--- src/rtl/ile_pkg.sv ---
// Package for the indexed list engine: field widths, codes and control types.
`default_nettype none
package ile_pkg;

  localparam int unsigned OPC_W    = 2;
  localparam int unsigned VALUE_W  = 32;
  localparam int unsigned IDX_W    = 4;
  localparam int unsigned STATUS_W = 2;
  localparam int unsigned ECOUNT_W = 5;

  typedef enum logic [OPC_W-1:0] {
    OP_APPEND = 2'd0,
    OP_GET    = 2'd1,
    OP_REMOVE = 2'd2,
    OP_CLEAR  = 2'd3
  } opcode_t;

  typedef enum logic [STATUS_W-1:0] {
    ST_OK    = 2'd0,
    ST_RANGE = 2'd1,
    ST_FULL  = 2'd2
  } status_t;

  typedef enum logic {
    S_IDLE = 1'b0,
    S_EXEC = 1'b1
  } state_t;

  // Commands from the controller to the datapath.
  typedef struct packed {
    logic capture;
    logic execute;
  } ile_cmd_t;

endpackage
`default_nettype wire

--- src/rtl/ile_ctrl.sv ---
// Controller state machine of the indexed list engine.
`default_nettype none
module ile_ctrl
  import ile_pkg::*;
(
  input  wire logic     clk,
  input  wire logic     rst_n,
  input  wire logic     in_valid,
  output logic          in_ready,
  output logic          out_valid,
  input  wire logic     out_ready,
  output ile_cmd_t      cmd
);

  state_t state_r, state_nxt;
  logic   out_valid_r, out_valid_nxt;

  always_ff @(posedge clk) begin
    if (!rst_n) begin
      state_r     <= S_IDLE;
      out_valid_r <= 1'b0;
    end else begin
      state_r     <= state_nxt;
      out_valid_r <= out_valid_nxt;
    end
  end

  always_comb begin
    state_nxt   = state_r;
    cmd.capture = 1'b0;
    cmd.execute = 1'b0;
    in_ready    = 1'b0;
    unique case (state_r)
      S_IDLE: begin
        in_ready = 1'b1;
        if (in_valid) begin
          cmd.capture = 1'b1;
          state_nxt   = S_EXEC;
        end
      end
      S_EXEC: begin
        // The result register must be free, or be emptied in this cycle.
        if (!out_valid_r || out_ready) begin
          cmd.execute = 1'b1;
          state_nxt   = S_IDLE;
        end
      end
      default: state_nxt = S_IDLE;
    endcase
  end

  always_comb begin
    out_valid_nxt = out_valid_r;
    if (cmd.execute) begin
      out_valid_nxt = 1'b1;
    end else if (out_ready) begin
      out_valid_nxt = 1'b0;
    end
  end

  assign out_valid = out_valid_r;

`ifndef SYNTH
  a_exec_slot_free: assert property (@(posedge clk) disable iff (!rst_n)
    cmd.execute |-> (!out_valid_r || out_ready))
    else $error("result overwritten while still waiting");

  a_valid_from_exec: assert property (@(posedge clk) disable iff (!rst_n)
    $rose(out_valid_r) |-> $past(cmd.execute))
    else $error("result raised without an execute");

  a_exec_after_capture: assert property (@(posedge clk) disable iff (!rst_n)
    cmd.execute |-> $past(cmd.capture) || (state_r == S_EXEC && $past(state_r == S_EXEC)))
    else $error("execute without a captured request");
`endif

endmodule
`default_nettype wire

--- src/rtl/ile_dpath.sv ---
// Datapath of the indexed list engine: request, entry row, count and result registers.
`default_nettype none
module ile_dpath
  import ile_pkg::*;
#(
  parameter int unsigned CAPACITY   = 16,
  parameter int unsigned DATA_WIDTH = 32
) (
  input  wire logic                       clk,
  input  wire logic                       rst_n,
  input  wire ile_cmd_t                   cmd,
  input  wire logic [OPC_W-1:0]           in_opcode,
  input  wire logic signed [VALUE_W-1:0]  in_value,
  input  wire logic [IDX_W-1:0]           in_index,
  output logic signed [VALUE_W-1:0]       out_read_value,
  output logic [STATUS_W-1:0]             out_status,
  output logic [ECOUNT_W-1:0]             out_entry_count
);

  localparam int unsigned ADDR_W = (CAPACITY > 1) ? $clog2(CAPACITY) : 1;
  localparam int unsigned CNT_W  = $clog2(CAPACITY + 1);
  localparam int unsigned CMP_W  = (CNT_W > IDX_W) ? CNT_W : IDX_W;

  // Captured request.
  opcode_t                    op_r;
  logic signed [VALUE_W-1:0]  value_r;
  logic [IDX_W-1:0]           index_r;

  logic signed [DATA_WIDTH-1:0] entries_r [CAPACITY];
  logic [CNT_W-1:0]             count_r, count_nxt;

  logic signed [VALUE_W-1:0]  read_value_r, read_value_nxt;
  status_t                    status_r, status_nxt;
  logic [ECOUNT_W-1:0]        entry_count_r;

  logic [CMP_W-1:0]           idx_cmp;
  logic                       idx_ok;
  logic                       full;
  logic signed [DATA_WIDTH-1:0] rd_word;
  logic signed [63:0]         rd_ext;
  logic signed [63:0]         val_ext;
  logic [CNT_W+ECOUNT_W-1:0]  cnt_ext;
  logic                       do_append;
  logic                       do_remove;

  assign idx_cmp   = CMP_W'(index_r);
  assign idx_ok    = (idx_cmp < CMP_W'(count_r)) && (idx_cmp < CMP_W'(CAPACITY));
  assign full      = (count_r == CNT_W'(CAPACITY));
  assign rd_word   = entries_r[idx_cmp[ADDR_W-1:0]];
  assign rd_ext    = 64'(rd_word);
  assign val_ext   = 64'(value_r);
  assign do_append = cmd.execute && (op_r == OP_APPEND) && !full;
  assign do_remove = cmd.execute && (op_r == OP_REMOVE) && idx_ok;

  always_comb begin
    count_nxt      = count_r;
    status_nxt     = ST_OK;
    read_value_nxt = '0;
    unique case (op_r)
      OP_APPEND: begin
        if (full) begin
          status_nxt = ST_FULL;
        end else begin
          count_nxt = count_r + CNT_W'(1);
        end
      end
      OP_GET: begin
        if (!idx_ok) begin
          status_nxt = ST_RANGE;
        end else begin
          read_value_nxt = rd_ext[VALUE_W-1:0];
        end
      end
      OP_REMOVE: begin
        if (!idx_ok) begin
          status_nxt = ST_RANGE;
        end else begin
          count_nxt = count_r - CNT_W'(1);
        end
      end
      OP_CLEAR: count_nxt = '0;
      default:  count_nxt = count_r;
    endcase
  end

  assign cnt_ext = {{ECOUNT_W{1'b0}}, count_nxt};

  always_ff @(posedge clk) begin
    if (!rst_n) begin
      count_r <= '0;
    end else if (cmd.execute) begin
      count_r <= count_nxt;
    end
  end

  always_ff @(posedge clk) begin
    if (cmd.capture) begin
      op_r    <= opcode_t'(in_opcode);
      value_r <= in_value;
      index_r <= in_index;
    end
    if (cmd.execute) begin
      read_value_r  <= read_value_nxt;
      status_r      <= status_nxt;
      entry_count_r <= cnt_ext[ECOUNT_W-1:0];
    end
  end

  // Entry row: append writes at the tail, remove shifts every later entry down one place.
  always_ff @(posedge clk) begin
    if (do_append) begin
      entries_r[count_r[ADDR_W-1:0]] <= val_ext[DATA_WIDTH-1:0];
    end
    for (int i = 0; i < CAPACITY - 1; i++) begin
      if (do_remove && (CMP_W'(i) >= idx_cmp)) begin
        entries_r[i] <= entries_r[i+1];
      end
    end
  end

  assign out_read_value  = read_value_r;
  assign out_status      = status_r;
  assign out_entry_count = entry_count_r;

`ifndef SYNTH
  a_count_bound: assert property (@(posedge clk) disable iff (!rst_n)
    count_r <= CNT_W'(CAPACITY))
    else $error("entry count above capacity");

  a_full_keeps_count: assert property (@(posedge clk) disable iff (!rst_n)
    (cmd.execute && op_r == OP_APPEND && full) |=> count_r == $past(count_r))
    else $error("append to full list changed the count");

  a_error_reads_zero: assert property (@(posedge clk) disable iff (!rst_n)
    (cmd.execute && status_nxt != ST_OK) |=> read_value_r == '0)
    else $error("error result carries a non-zero value");
`endif

endmodule
`default_nettype wire

--- src/rtl/indexed_list_engine.sv ---
// Top level of the indexed list engine: controller and datapath joined by commands.
// A request is captured in the idle state and executed in the execute state, which
// loads the result registers; in_ready is high only in the idle state, so no new
// request is taken meanwhile, and a stalled consumer holds back the execute step.
// Reset: rst_n is synchronous and active low; it empties the list and drops out_valid.
// Entry contents are not cleared; entries past the count are never read.
`default_nettype none
module indexed_list_engine
  import ile_pkg::*;
#(
  parameter int unsigned CAPACITY   = 16,
  parameter int unsigned DATA_WIDTH = 32
) (
  input  wire logic                       clk,
  input  wire logic                       rst_n,
  input  wire logic                       in_valid,
  output logic                            in_ready,
  input  wire logic [OPC_W-1:0]           in_opcode,
  input  wire logic signed [VALUE_W-1:0]  in_value,
  input  wire logic [IDX_W-1:0]           in_index,
  output logic                            out_valid,
  input  wire logic                       out_ready,
  output logic signed [VALUE_W-1:0]       out_read_value,
  output logic [STATUS_W-1:0]             out_status,
  output logic [ECOUNT_W-1:0]             out_entry_count
);

  // The controller sequences each request through capture and execute; the
  // datapath holds the list as a register row, so a removal shifts every later
  // entry down one place at once, on execute.
  ile_cmd_t cmd;

  ile_ctrl u_ctrl (
    .clk       (clk),
    .rst_n     (rst_n),
    .in_valid  (in_valid),
    .in_ready  (in_ready),
    .out_valid (out_valid),
    .out_ready (out_ready),
    .cmd       (cmd)
  );

  // The result registers live in the datapath; they are loaded only on execute,
  // which the controller holds back while an earlier result still waits.
  ile_dpath #(
    .CAPACITY   (CAPACITY),
    .DATA_WIDTH (DATA_WIDTH)
  ) u_dpath (
    .clk             (clk),
    .rst_n           (rst_n),
    .cmd             (cmd),
    .in_opcode       (in_opcode),
    .in_value        (in_value),
    .in_index        (in_index),
    .out_read_value  (out_read_value),
    .out_status      (out_status),
    .out_entry_count (out_entry_count)
  );

endmodule
`default_nettype wire

--- config.mk ---
export PLATFORM = sky130hd
export DESIGN_NAME = indexed_list_engine
export DESIGN_NICKNAME = d
export VERILOG_FILES = /design/src/rtl/ile_pkg.sv /design/src/rtl/ile_ctrl.sv /design/src/rtl/ile_dpath.sv /design/src/rtl/indexed_list_engine.sv
export SDC_FILE = /design/constraint.sdc
export NUM_CORES = 1
export LEC_CHECK = 0
export CORE_ASPECT_RATIO = 1.5
export CORE_MARGIN = 2
export CORE_UTILIZATION = 50
export CTS_BUF_LIST = sky130_fd_sc_hd__clkbuf_8
export DETAILED_ROUTE_END_ITERATION = 10
export DONT_BUFFER_PORTS = 1
export SETUP_SLACK_MARGIN = 0.1
export SLEW_MARGIN = 25
export SYNTH_ARGS = -nofsm -noshare
export SYNTH_HDL_FRONTEND = slang
export SYNTH_HIERARCHICAL = 1
export SYNTH_SLANG_ARGS = --single-unit
--- constraint.sdc ---
create_clock -name clk -period 4.65 [get_ports clk]
set_clock_uncertainty 0.2 [all_clocks]
set_input_delay 0.465 -clock clk [delete_from_list [all_inputs] [get_ports clk]]
set_output_delay 0.465 -clock clk [all_outputs]
set_load 0.02 [all_outputs]
=== Yosys cells after proc, flatten, opt, wreduce, memory -nomap -nowiden ===
Memory sizes are Yosys's and may differ from the RTL's. A register that Yosys moved wholly into a read port is not among the register bits.
Index checks and enable logic that the tools add are counted.

* Input port bits: 42
* Memories kept: 1
* Register bits: 52
* Output and inout bits: 41
* RAM bits: 512
* Word-level logic and storage cells: 112

{| class="wikitable"
|+ Memory list
! name !! words !! width !! read ports !! clocked after memory_dff !! wr ports !! RTL line !! source
|-
| u_dpath.entries_r || 16 || 32 || 16 || 1 || 15 || ile_dpath.sv:29 || <nowiki>logic signed [DATA_WIDTH-1:0] entries_r [CAPACITY];</nowiki>
|}

* Bitwise logic cells: 1
* Magnitude comparators: 17
* Reduce and logical (&&, ||, !) cells: 29
* Equality and inequality tests: 4
* Mux-type cells: 50
* Add/subtract/negate cells: 2

{| class="wikitable"
|+ Operators with widths
! operator !! number
|-
| 1-bit 2-to-1 mux || 42
|-
| 32-bit 2-to-1 mux || 1
|-
| 32-bit OR reduction || 1
|-
| 4-bit greater-or-equal comparator, first input constant || 7
|-
| 1-bit logical AND || 20
|-
| 3-bit by 4-bit greater-or-equal comparator with 1-bit output, first input constant || 4
|-
| 5-bit case mux with 3 select lines || 1
|-
| 5-bit 2-to-1 mux || 2
|-
| 1-bit by 4-bit greater-or-equal comparator with 1-bit output, first input constant || 2
|-
| 2-bit by 4-bit greater-or-equal comparator with 1-bit output, first input constant || 2
|-
| 5-bit by 1-bit adder with 5-bit output, second input constant || 1
|-
| 5-bit == test, second input constant || 1
|-
| 4-bit by 5-bit less-than comparator with 1-bit output || 1
|-
| 4-bit by 5-bit less-than comparator with 1-bit output, second input constant || 1
|-
| 5-bit by 1-bit subtractor with 5-bit output, second input constant || 1
|-
| 2-bit == test, second input constant || 2
|-
| 4-bit 2-to-1 mux || 1
|-
| 2-bit case mux with 2 select lines || 1
|-
| 1-bit logical NOT || 3
|-
| 2-bit by 1-bit == test with 1-bit output, second input constant || 1
|-
| 2-bit logical NOT || 1
|-
| 2-bit 2-to-1 mux || 1
|-
| 1-bit case mux with 2 select lines || 1
|-
| 2-bit AND reduction || 1
|-
| other kinds (4) || 4
|}

=== Logic depth before layout (Yosys ltp) ===
* Depth in word-level cells: 11
* Depth in mapped cells: 11
* Gate-level depth less buffers: 7

=== By module ===
The synthesis kept the hierarchy.

{| class="wikitable"
|+ By module, submodules not included
! module !! cells an instance !! seq. area each (um^2) !! area each (um^2) !! times used
|-
| ile_dpath || 1,624 || 17,787.1 || 28,621.2 || 1
|-
| ile_ctrl || 10 || 40.0 || 110.1 || 1
|}

=== Least setup slack after synthesis ===
OpenSTA, ideal clock, no wires.

* Kind: input -> register
* Start: input out_ready
* End: memory u_dpath.entries_r[15][0] (enable)
* Stages on the path: 5
* Arrival time: 3.484 ns
* Data required time: 3.989 ns
* Slack: 0.505 ns
* Path buffers: 1
* Library setup time: 0.461 ns
* Cell sequence: nand2b_4 > and2_1 > buf_4 > nand2_1 > nor3_1

{| class="wikitable"
|+ RTL lines
! element !! RTL line !! source
|-
| start: declaration || indexed_list_engine.sv:22 || <nowiki>input wire logic out_ready,</nowiki>
|-
| end: declaration || ile_dpath.sv:29 ||
|}

==> results_dict.tcl <==
set metrics [dict create \
    status "finished, final reports clean" \
    cts_tree "built" \
    syn-instance-count 1634 \
    cp.depth 8 \
    ir_drop_uv 259 \
    synth_seq_area_share_pct 62.0 \
    fill_cells 4540 \
    fin_crit_ns 4.05 \
    final_cells 2514 \
    worstPathRequired_ns 4.82 \
    rsz0062_at_grt "false" \
    vias 15700 \
    cts_resized 0 \
    startpoint "u_dpath/count_r[2]$_SDFFE_PN0P_" \
    p_sw_mw 2.56 \
    die_h_um 298 \
    numPlacedInstances 2314 \
    worstSkewPairLatency_ns 0.69 \
    path_class "register to register" \
    multi_input_area_um2 10400 \
    dieArea_um2 59400 \
    p_leak_nw 10.5 \
    clock_sinks 596 \
    slowest_delay_ns 0.60 \
    dp_slack_ns 0.598 \
    ys.flop_type "edfxtp_1" \
    via_per_inst 6.23 \
    finalSetupViolCount 0 \
    synth_largest_area_cell "edfxtp_1" \
    synth_cell_type_count 52 \
    grt_pass1_wl_um 111000 \
    tns_ns 0 \
    ys_seq_elements 596 \
    drtPass1Iterations 7 \
    p_seq_share_pct 55.5 \
    min_path_type "primary input to register" \
    numCtsBuffers 93 \
    switching_share_pct 23.1 \
    reg2reg_from "u_dpath/count_r[2]$_SDFFE_PN0P_" \
    crit_fanout 17 \
    critical-path-top-delay-family "simple AND/OR/NAND/NOR gates" \
    overflow 0 \
    final_common_cell "edfxtp_1" \
    rr_worst_depth 8 \
    power_frac_comb_pct 7.5 \
    reg2reg_slack_ns 0.60 \
    maxSlewViolCount 0 \
    powerDensity_nw_per_um2 347 \
    cts_buffer_depth 3 \
    synth.avg_cell_area_um2 17.6 \
    timing.rr.end "u_dpath/entries_r[5][15]$_DFFE_PP_" \
    drive_above_1_share_pct 43.1 \
    start_kind "register" \
    layout_worst_path_cycle_share_pct 87.0 \
    fmax_mhz 247 \
    fin_ws_ns 0.603 \
    cp_slowest_cell "nor3_2" \
    synthTopCellsByArea "edfxtp_1 62%, mux2_2 17%, mux4_2 10%" \
    place.gp.congestion 0.829 \
    io_pins 83 \
    routed_wl_um 75200 \
    async_reset_ff_share_pct 0 \
    seqCellArea_um2 17800 \
    synth_edf_count 589 \
    finalNetCount 1744 \
    max_slew.worst_pin.slew_ns 1.09 \
    wire_per_inst_um 29.9 \
    die_x_um 200 \
    portBuffers 0 \
    route.detailed.drc 0 \
    crit_path_end_kind "register" \
    cts-root-buf "clkbuf_8" \
    arrival_ns 4.22 \
    area_growth_pct 10.8 \
    grt_pass1_vias 16700 \
    finalHoldViolations 0 \
    dpl.hpwl_um 43100 \
    power_mw 11.1 \
    antenna_found_initial 1 \
    clk_pin_slew_ns 0.06 \
    syn_nets 1689 \
    grt.total_usage_pct 25.9 \
    setup.worst_path.end "u_dpath/entries_r[5][15]$_DFFE_PP_" \
    ys_warn_count 6 \
    cp_cell_sequence "inv_1 -> ha_1 -> a211oi_1 -> nor3_2 -> nor3_2 -> nand2_2 -> nand2_2 -> buf_12" \
    first_iter_violations 1220 \
    core_area_um2 56800 \
    initial_core_util_pct 50.6 \
    synth_top_cell_area_share_pct 61.6 \
    grt_max_degree 139 \
    path_buf_inv 2 \
    h-tree-depth 3 \
    p_clk_share_pct 37.0 \
    p_int_mw 8.50 \
    ant_nets 0 \
    syn-cell-area_um2 28700 \
    layout_common_cells "589 x edfxtp_1, 422 x mux2_2, 128 x mux4_2, 97 x clkbuf_8, 68 x a211oi_1" \
    hold_slack_ns 0.209 \
    cap_violations 0 \
    slew_headroom_pct 27.1 \
    row_count 107 \
]
cells in the mapped netlist (3+ instances only):
cell	n
dfxtp_1	7
ha_1	13
inv_1	12
mux2i_1	32
mux2_2	422
nand3_1	4
edfxtp_1	589
mux4_2	128
nor2b_1	3
buf_1	7
a21o_1	4
nand4_1	4
nor2_1	8
or2_2	3
mux2_1	58
buf_2	62
a21oi_1	6
clkbuf_1	68
o22ai_1	3
a211oi_1	68
o21ai_1	4
nand2_1	42
and2_1	35
nor3_1	8
o21ai_0	9
cells by family (layout without fill, tap and decap cells):
group	after synthesis	after routing	synth area share, %
muxes	640	640	30.0
DFF	596	596	62.0
buffers and inverters	150	266	2.24
and+or+nand+nor	127	127	2.47
AOI/OAI and AO/OA	107	107	2.68
adders and majority gates	13	13	0.566
xor gates and xnor gates	1	1	0.0305
other	0	1	0
per-layer routing:
layer  vias up  global-route usage, %  wire length (um)
li1       6717                      -                 -
met4         0                   7.02              1610
met2       534                   43.5             38000
met5         -                      0                 0
met3       111                   4.37              4720
met1      8306                   35.0             30900
area by class of cell:
class	instances	share of cell area (%)
Clock inverter	59	0.971
Multi-Input combinational cell	888	32.6
Timing Repair Buffer	98	3.11
Inverter	12	0.145
Antenna cell	1	0.00786
Sequential cell	596	56.0
Clock buffer	97	4.19
Tap cell	763	3.00
per-stage QoR:
step | utilization (%) | instance area [um2]
6_report | 56.1 | 31800
5_1_grt | 56.1 | 31800
2_1_floorplan | - | 28700
4_1_cts | 56.0 | 31800
3_5_place_dp | 52.4 | 29700
3_3_place_gp | 52.4 | 29700
how the worst min path moves through the flow:
stage	slack, ns	start	to	depth (start not counted)
3_5_place_dp	0.32	u_ctrl/state_r$_SDFF_PN0_	u_ctrl/state_r$_SDFF_PN0_	2
6_report	0.21	in_value[19]	u_dpath/value_r[19]$_DFFE_PP_	1
2_1_floorplan	0.28	u_ctrl/state_r$_SDFF_PN0_	u_ctrl/state_r$_SDFF_PN0_	2
4_1_cts	0.15	in_value[11]	u_dpath/value_r[11]$_DFFE_PP_	1
5_1_grt	0.18	in_value[11]	u_dpath/value_r[11]$_DFFE_PP_	1
3_3_place_gp	0.32	u_ctrl/state_r$_SDFF_PN0_	u_ctrl/state_r$_SDFF_PN0_	2
state kept, by name (all words and copies together) (netlist names):
| register | count |
|---|---|
| u_dpath/op_r | 2 |
| u_dpath/value_r | 32 |
| u_dpath/out_status | 2 |
| u_dpath/entries_r | 512 |
| u_dpath/out_entry_count | 5 |
| u_ctrl/out_valid | 1 |
| u_ctrl/state_r | 1 |
| u_dpath/count_r | 5 |
| u_dpath/index_r | 4 |
| u_dpath/out_read_value | 32 |
power by group through the flow:
stage	registers (mW)	logic (mW)	clock network (mW)
floorplan	6.18	0.619	0
global placement	6.25	0.779	0
detailed placement	6.25	0.793	0
CTS	6.14	0.826	4.21
global route	6.15	0.883	4.44
finish	6.14	0.825	4.09
timing repair:
item / in CTS / in global routing
buffers inserted: 0 / 0
hold buffers: 42 / 0
endpoints found under the hold margin: 61 / 0
worst register-to-register path, delay by kind of cell, from the launching register on:
| family | cells | cell delay (ns) |
|---|---|---|
| simple gates | 4 | 1.87 |
| fa+ha+maj | 1 | 0.34 |
| compound gates | 1 | 0.33 |
| flops | 1 | 0.56 |
| buf+inv | 2 | 0.44 |
(Power assumes the default switching activity.)
